<file path="config.mk">
export PLATFORM = sky130hd
export DESIGN_NAME = spcm_divider
export DESIGN_NICKNAME = d
export VERILOG_FILES = /design/src/design/spcm_pkg.sv /design/src/design/spcm_divider.sv
export SDC_FILE = /design/constraint.sdc
export NUM_CORES = 1
export LEC_CHECK = 0
export BUFFER_PORTS_ARGS = -buffer_cell sky130_fd_sc_hd__buf_2
export CORE_MARGIN = 2
export CORE_UTILIZATION = 55
export DETAILED_ROUTE_END_ITERATION = 10
export PLACE_DENSITY = 0.78
export SYNTH_ARGS = -nofsm -noshare
export SYNTH_HDL_FRONTEND = slang
export SYNTH_SLANG_ARGS = --single-unit
</file>
<file path="constraint.sdc">
create_clock -name clock -period 5 [get_ports clock]
set_input_delay 0.75 -clock clock [delete_from_list [all_inputs] [get_ports clock]]
set_output_delay 0.75 -clock clock [all_outputs]
set_load 0.01 [all_outputs]
</file>
<file path="src/design/spcm_pkg.sv">
// spcm_pkg: shared constants, codes and types of the spin pair correlation unit
// used by every module of the block; depends on nothing else
package spcm_pkg;

   localparam int MAX_SPINS     = 64;
   localparam int COUNT_BITS    = 16;
   localparam int IDX_BITS      = 6;
   localparam int SPIN_CNT_BITS = 7;
   localparam int SPINS_BITS    = 64;
   localparam int ADDR_BITS     = 2 * IDX_BITS;
   localparam int STORE_DEPTH   = 1 << ADDR_BITS;
   localparam int FRAC_BITS     = 14;
   localparam int QUOT_BITS     = FRAC_BITS + 1;
   localparam int STEP_BITS     = $clog2(QUOT_BITS);
   localparam int VALUE_BITS    = 16;

   localparam logic [COUNT_BITS-1:0]    COUNT_MAX        = {COUNT_BITS{1'b1}};
   localparam logic [VALUE_BITS-1:0]    ONE_Q14          = VALUE_BITS'(1 << FRAC_BITS);
   localparam logic [SPIN_CNT_BITS-1:0] SPIN_COUNT_RESET = SPIN_CNT_BITS'(64);
   localparam logic [SPIN_CNT_BITS-1:0] MAX_SPINS_CNT    = SPIN_CNT_BITS'(MAX_SPINS);

   localparam logic [1:0] FUNC_CLEAR = 2'd0;
   localparam logic [1:0] FUNC_ADD   = 2'd1;
   localparam logic [1:0] FUNC_READ  = 2'd2;

   typedef enum logic [2:0] {
      ST_CLEAR,
      ST_IDLE,
      ST_ADD,
      ST_RD_WAIT,
      ST_DIV,
      ST_FINISH
   } state_type;

   typedef struct packed {
      logic [1:0]            func;
      logic [SPINS_BITS-1:0] spins;
      logic [IDX_BITS-1:0]   row;
      logic [IDX_BITS-1:0]   col;
   } req_type;

   typedef struct packed {
      logic signed [VALUE_BITS-1:0] value;
      logic                         index_error;
   } rsp_type;

   typedef struct packed {
      logic                  en;
      logic [ADDR_BITS-1:0]  addr;
      logic [COUNT_BITS-1:0] data;
   } ram_wr_type;

   typedef struct packed {
      logic                  start;
      logic [COUNT_BITS-1:0] dividend;
      logic [COUNT_BITS-1:0] divisor;
   } div_req_type;

endpackage

</file>
<file path="src/design/spcm_divider.sv">
// spcm_divider: bit-serial fraction divider, one quotient bit per cycle
// depends on spcm_pkg; dividend must not exceed divisor
module spcm_divider (
   input  logic                                clock,
   input  logic                                reset,
   input  spcm_pkg::div_req_type               div_req,
   output logic                                done,
   output logic [spcm_pkg::QUOT_BITS-1:0]      quotient
);

   localparam int CB = spcm_pkg::COUNT_BITS;
   localparam int QB = spcm_pkg::QUOT_BITS;
   localparam int SB = spcm_pkg::STEP_BITS;

   logic [CB:0]   rem_ff, rem_in;
   logic [CB-1:0] dvs_ff, dvs_in;
   logic [QB-1:0] quot_ff, quot_in;
   logic [SB-1:0] cnt_ff, cnt_in;
   logic          busy_ff, busy_in;
   logic          done_ff, done_in;
   logic [CB+1:0] diff;
   logic          ge;
   logic [CB:0]   rem_next;

   always_comb begin
      diff     = {1'b0, rem_ff} - {2'b00, dvs_ff};
      ge       = ~diff[CB+1];
      rem_next = ge ? diff[CB:0] : rem_ff;
      rem_in   = rem_ff;
      dvs_in   = dvs_ff;
      quot_in  = quot_ff;
      cnt_in   = cnt_ff;
      busy_in  = busy_ff;
      done_in  = 1'b0;
      if (div_req.start) begin
         rem_in  = {1'b0, div_req.dividend};
         dvs_in  = div_req.divisor;
         quot_in = '0;
         cnt_in  = SB'(QB - 1);
         busy_in = 1'b1;
      end else if (busy_ff) begin
         rem_in  = {rem_next[CB-1:0], 1'b0};
         quot_in = {quot_ff[QB-2:0], ge};
         cnt_in  = cnt_ff - 1'b1;
         if (cnt_ff == '0) begin
            busy_in = 1'b0;
            done_in = 1'b1;
         end
      end
   end

   always_ff @(posedge clock) begin
      if (reset) begin
         busy_ff <= 1'b0;
         done_ff <= 1'b0;
      end else begin
         busy_ff <= busy_in;
         done_ff <= done_in;
      end
   end

   always_ff @(posedge clock) begin
      rem_ff  <= rem_in;
      dvs_ff  <= dvs_in;
      quot_ff <= quot_in;
      cnt_ff  <= cnt_in;
   end

   assign done     = done_ff;
   assign quotient = quot_ff;

endmodule

</file>
[Word-level counts from Yosys, hierarchy flattened]
Cells that the tools add are included.
Storage, ports and cells
  register bits after elaboration: 54
  input bits: 35
  output and inout bits: 16
  logic and storage cells: 21
Cells by class
  add/subtract/negate cells: 2
  mux-type cells: 7
  bitwise gates (word level): 2
  reduce and logical (&&, ||, !) cells: 3
Operators by type and width (count)
  2-to-1 mux 16 bit: 3
  subtractor 17 x 16 -> 18 bit: 1
  zero test 4 bit: 1
  2-to-1 mux 1 bit: 4
  subtractor 4 x 1 -> 4 bit, second input constant: 1
  OR reduction 3 bit: 1
  inverter 1 bit: 2
  nonzero test 2 bit: 1

[Depth between registers and ports, before layout]
  depth in word-level cells: 4
  mapped depth: 10

[Worst setup path after synthesis]
Ideal clock, no wire load.
  path kind: register to register
  start: reg rem_ff[0]
  end: reg rem_ff[11], data pin
  setup time: 261 ps
  arrival: 2215 ps
  path slack: 2524 ps
  cell stages (with the launch flop): 11
  buffers on the path: 0
  clock period less this slack: 2476 ps
  cell sequence: edfxtp_1 -> inv_1 -> ha_1 -> inv_1 -> fa_1 -> a21o_1 -> a221oi_2 -> o21ai_0 -> xnor2_1 -> a211oi_1 -> a311o_1
Between the ends
  cells in the longest elaborated chain, start to end: 4
RTL lines
  start, declared: line spcm_divider.sv:15  | logic [CB:0] rem_ff, rem_in;
  start signal, assigned: line spcm_divider.sv:63  | rem_ff <= rem_in;
  subtractor 17 x 16 -> 18 bit: line spcm_divider.sv:26  | diff = {1'b0, rem_ff} - {2'b00, dvs_ff};
  2-to-1 mux 16 bit: line spcm_divider.sv:28  | rem_next = ge ? diff[CB:0] : rem_ff;
  2-to-1 mux 16 bit: line spcm_divider.sv:41  | end else if (busy_ff) begin
  2-to-1 mux 16 bit: line spcm_divider.sv:35  | if (div_req.start) begin
  named net rem_in[11]: line spcm_divider.sv:15
The timed path passes the listed nets, and every way through them passes these cells. The select of a mux whose other input is x is not followed.
A chain may end at the register's enable or synchronous reset.

[Worst setup path after layout]
  start: reg rem_ff[0]
  end: reg rem_ff[9], data pin
Same word-level chain as after synthesis.

==> tab_implementation.tex <==
\begin{tabular}{lr}
\hline
Metric & Value \\
\hline
\multicolumn{2}{l}{\textbf{Run status}} \\
Outcome & finished clean \\
\multicolumn{2}{l}{\textbf{Logic synthesis}} \\
Cells after Synth & approximately 300 \\
EDFF count, synth & 32 \\
Yosys reg bits & 54 \\
Cell Area, Synth & between 3000 and 4000 µm² \\
Ys async rst share & 0\% \\
Top cells by area in the synthesized netlist & sky130\_fd\_sc\_hd\_\_edfxtp\_1 32\%, sky130\_fd\_sc\_hd\_\_dfxtp\_1 15\%, sky130\_fd\_sc\_hd\_\_ha\_1 7.0\% \\
Synth cell types & 48 \\
Part of the Yosys area used for sequential elements & roughly 46\% \\
Share of the synthesized area in the top cell type & 31.7\% \\
Mapped Nets & $\sim$350 \\
Yosys warning total & 0 \\
Avg Synthesized Cell Area & between 10 and 15 µm² \\
Prevailing post-synth register cell & sky130\_fd\_sc\_hd\_\_edfxtp\_1 \\
Top cell type by total area after synthesis & sky130\_fd\_sc\_hd\_\_edfxtp\_1 \\
\multicolumn{2}{l}{\textbf{STA}} \\
TNS Setup & 0 ps \\
Measured slew at the worst slew-check pin & 1020 ps \\
Achievable frequency & around 350 MHz \\
Tmin final & approximately 2900 ps \\
Max-slew violation count & 0 \\
Fin crit share & between 50\% and 60\% \\
Hold violation total from the final report & 0 \\
Clock Skews & 6.56 ps \\
Final number of setup-violating endpoints & 0 \\
Slew margin rel. & roughly a third \\
Setup repair after global routing missed its margin & false \\
\multicolumn{2}{l}{\textbf{Floorplan}} \\
Die extent in x & just under 80 µm \\
Number of placed I/O pins & 51 \\
Die area & 6110 µm² \\
Effective utilization at floorplan & between 50 and 60\% \\
Row cnt & 27 \\
Placeable core region & between 5000 and 6000 µm² \\
Floorplan die height & a little under 80 µm \\
\multicolumn{2}{l}{\textbf{Detailed routing}} \\
Drt total wl & 6090 µm \\
Number of detailed-routing iterations run before antenna repair & 4 \\
Starting DRC count in detailed routing & between 100 and 150 \\
Vias/cell & 5.65 \\
Count of nets left with antenna violations after detail routing & 0 \\
Average wire length per cell after detail routing & roughly 15 µm \\
Remaining design rule violation count & 0 \\
Vias & about 2.4k \\
\multicolumn{2}{l}{\textbf{Pwr}} \\
Worst IR Drop VDD & approximately 0.0002 V \\
Pwr dens & between 400 and 500 nW/µm² \\
Switch Pwr & 0.511 mW \\
Leakage component of the power & between 1 and 1.5 nW \\
Sequential group share of total power & 40.4\% \\
Part of the total power dissipated in the clock network & approximately 19\% \\
Part of the power in combinational logic & approximately 40\% \\
Switching fraction of total power & between 30 and 40\% \\
Pint & 0.911 mW \\
\multicolumn{2}{l}{\textbf{Worst setup path}} \\
Crit path launch type & flip-flop \\
Slack of the worst reg-to-reg path & approximately 2100 ps \\
Number of buffers and inverters on the critical path & 2 \\
Crit path to & rem\_ff[9] \\
Length in cells of the worst reg-to-reg path & 10 \\
Cell family with the largest share of critical-path delay & compound AO/OA/AOI/OAI gates \\
Slowest Stage Delay on Critical Path & around 480 ps \\
Worst R2R Start & rem\_ff[0] \\
Critical path class & reg -> reg \\
FF-to-FF End & rem\_ff[9] \\
Crit Path Max Fanout & 5 \\
Critical path's slowest cell & sky130\_fd\_sc\_hd\_\_a221oi\_2 \\
Timing startpoint of the critical path & rem\_ff[0] \\
Worst path arrival time & between 2000 and 3000 ps \\
Kind of capture point of the worst setup path & flip-flop \\
Cell with the most instances on the worst path & sky130\_fd\_sc\_hd\_\_inv\_1 \\
Critical path data required time & about 5100 ps \\
Critical path, cell by cell & inv\_1 > ha\_1 > inv\_1 > fa\_1 > a21o\_1 > a221oi\_2 > o21ai\_0 > xnor2\_1 > a211oi\_1 > a311o\_1 \\
WP depth & 10 \\
\multicolumn{2}{l}{\textbf{Global route}} \\
Initial antenna violation count & 0 \\
Vias in the first global route & $\sim$2.2k \\
Global-route wire length before repair & approximately 10000 µm \\
Remaining Overflow, GRT & 0 \\
Largest net degree at the start of global routing & 55 \\
Total routing resource utilization after global routing & 20.8\% \\
\multicolumn{2}{l}{\textbf{Final layout}} \\
Number of antenna repair diodes & 0 \\
Synthesis-to-layout area growth & 13.1\% \\
Ratio of cells with drive above 1 in the final layout & between 10\% and 20\% \\
Utilization after layout & roughly 63\% \\
Final layout net count & just under 400 \\
\multicolumn{2}{l}{\textbf{CTS}} \\
Max H-tree Level & 2 \\
Insertion delay of the later-clocked pin in the worst-skew pair & 310 ps \\
Clock tree from TritonCTS & yes \\
Root Buffer Master & sky130\_fd\_sc\_hd\_\_clkbuf\_8 \\
Setup fix buffers added after clock tree synthesis & 0 \\
Num CTS Buffers & 5 \\
Clock transition at path regs & around 100 ps \\
Maximum clock insertion buffer count & 2 \\
Number of hold buffers added after CTS & 0 \\
Number of sinks on the clock net & 54 \\
Cells resized by post-CTS repair & 0 \\
\multicolumn{2}{l}{\textbf{Hold path}} \\
Type of the worst min-delay path & reg -> reg \\
Hold Crit Start & quotient[14] \\
\multicolumn{2}{l}{\textbf{Place}} \\
HPWL after DPL & 4260 µm \\
\# port buffers & 50 \\
Routability congestion estimate from global placement & between 0.8 and 0.9 \\
\multicolumn{2}{l}{\textbf{Flow run}} \\
Max-Cap Viols & 0 \\
\hline
\end{tabular}
## layer usage
layer  track usage (%)  wire [µm]  vias to the layer above
met4              7.37        102                        0
li1                  -          -                     1181
met5                 0          0                        -
met3              4.94        357                        9
met1              26.7       2820                     1109
met2              34.5       2810                       58
## placed cells by master (no fill, tap or decap), types with 2 or more instances in the layout
cell type and instances:
sky130_fd_sc_hd__o31ai_1 6, sky130_fd_sc_hd__dfxtp_1 22, sky130_fd_sc_hd__xnor2_1 10, sky130_fd_sc_hd__and2_1 7, sky130_fd_sc_hd__buf_2 50, sky130_fd_sc_hd__a41oi_1 3, sky130_fd_sc_hd__inv_1 21, sky130_fd_sc_hd__a311o_1 2
sky130_fd_sc_hd__o21ai_0 9, sky130_fd_sc_hd__and3_1 5, sky130_fd_sc_hd__a31oi_1 7, sky130_fd_sc_hd__nor2_1 30, sky130_fd_sc_hd__a21o_1 6, sky130_fd_sc_hd__a21oi_1 12, sky130_fd_sc_hd__nand3_1 8, sky130_fd_sc_hd__buf_4 3
sky130_fd_sc_hd__xor2_1 5, sky130_fd_sc_hd__nor4b_1 2, sky130_fd_sc_hd__a211oi_1 6, sky130_fd_sc_hd__o211ai_1 6, sky130_fd_sc_hd__o31a_1 2, sky130_fd_sc_hd__or3_1 2, sky130_fd_sc_hd__edfxtp_1 32, sky130_fd_sc_hd__mux2i_1 15
sky130_fd_sc_hd__ha_1 17, sky130_fd_sc_hd__nand2_1 21, sky130_fd_sc_hd__clkbuf_8 5, sky130_fd_sc_hd__nor3b_1 3, sky130_fd_sc_hd__nand2b_1 2, sky130_fd_sc_hd__nor3_1 5
## worst min path at each step
stage	endpoint	slack [ps]	cells after the start
finish	quotient[14]	500	2
global route	quotient[12]	560	2
CTS	quotient[14]	510	2
detailed placement	quotient[14]	480	2
global placement	quotient[14]	470	2
floorplan	cnt_ff[3]	470	2
## power groups by stage
stage	clock, mW	combinational [mW]	sequential (mW)
after floorplan	0	0.457	0.573
after global placement	0	0.557	0.581
after detailed placement	0	0.565	0.583
after CTS	0.282	0.569	0.573
after global routing	0.298	0.640	0.580
final	0.275	0.573	0.574
## sequential cells by signal (all words and copies together) (netlist names)
register,flops
cnt_ff,4
rem_ff,17
quotient,15
dvs_ff,16
done,1
busy_ff,1
## Yosys cell counts (5+ instances only)
cell	number
sky130_fd_sc_hd__edfxtp_1	32
sky130_fd_sc_hd__o31ai_1	6
sky130_fd_sc_hd__clkbuf_1	11
sky130_fd_sc_hd__dfxtp_1	22
sky130_fd_sc_hd__nor3_1	5
sky130_fd_sc_hd__xor2_1	5
sky130_fd_sc_hd__mux2i_1	15
sky130_fd_sc_hd__o211ai_1	6
sky130_fd_sc_hd__o21ai_0	9
sky130_fd_sc_hd__a211oi_1	6
sky130_fd_sc_hd__nand3_1	8
sky130_fd_sc_hd__a21oi_1	12
sky130_fd_sc_hd__xnor2_1	10
sky130_fd_sc_hd__nand2_1	21
sky130_fd_sc_hd__a21o_1	6
sky130_fd_sc_hd__a31oi_1	7
sky130_fd_sc_hd__and3_1	5
sky130_fd_sc_hd__ha_1	17
sky130_fd_sc_hd__and2_1	7
sky130_fd_sc_hd__inv_1	21
sky130_fd_sc_hd__nor2_1	30
## area by class of cell
class	instances	area [µm²]
repair buffers	53	273
flip-flops and latches	54	1400
clock buffers	7	97.6
fillers	459	1980
inverters	21	78.8
multi-input cells	209	1480
well taps	72	90.1
clock inverters	1	8.76
## metrics by stage
step / power, mW / instances / setup WS (ps) / hold WS [ps] / instance area (µm²)
3_3_place_gp: 1.14 / 409 / 2240 / 469 / 3320
5_1_grt: 1.52 / 417 / 1910 / 558 / 3420
2_1_floorplan: 1.03 / 298 / 2520 / 466 / 3030
3_5_place_dp: 1.15 / 409 / 2160 / 485 / 3320
6_report: 1.42 / 417 / 2140 / 504 / 3420
4_1_cts: 1.42 / 417 / 2160 / 509 / 3420
## tightest hold or removal path: stages, from the launching register on
cell	delay, ps
sky130_fd_sc_hd__dfxtp_1	340
sky130_fd_sc_hd__mux2i_1	70
sky130_fd_sc_hd__nor2_1	70
## cells by family (layout without fill, tap and decap cells)
kind of cell / after synthesis / in the layout / share of synthesized area [%]
multiplexers: 15 / 15 / 4.96
flip-flops: 54 / 54 / 46.3
buffers and inverters: 35 / 82 / 4.96
AO/OA/AOI/OAI: 71 / 71 / 17.4
XOR/XNOR: 15 / 15 / 4.34
adder cells (fa/ha/maj): 18 / 18 / 7.69
AND/OR/NAND/NOR: 90 / 90 / 14.3
Note: power is estimated with default switching activity, not from simulation.
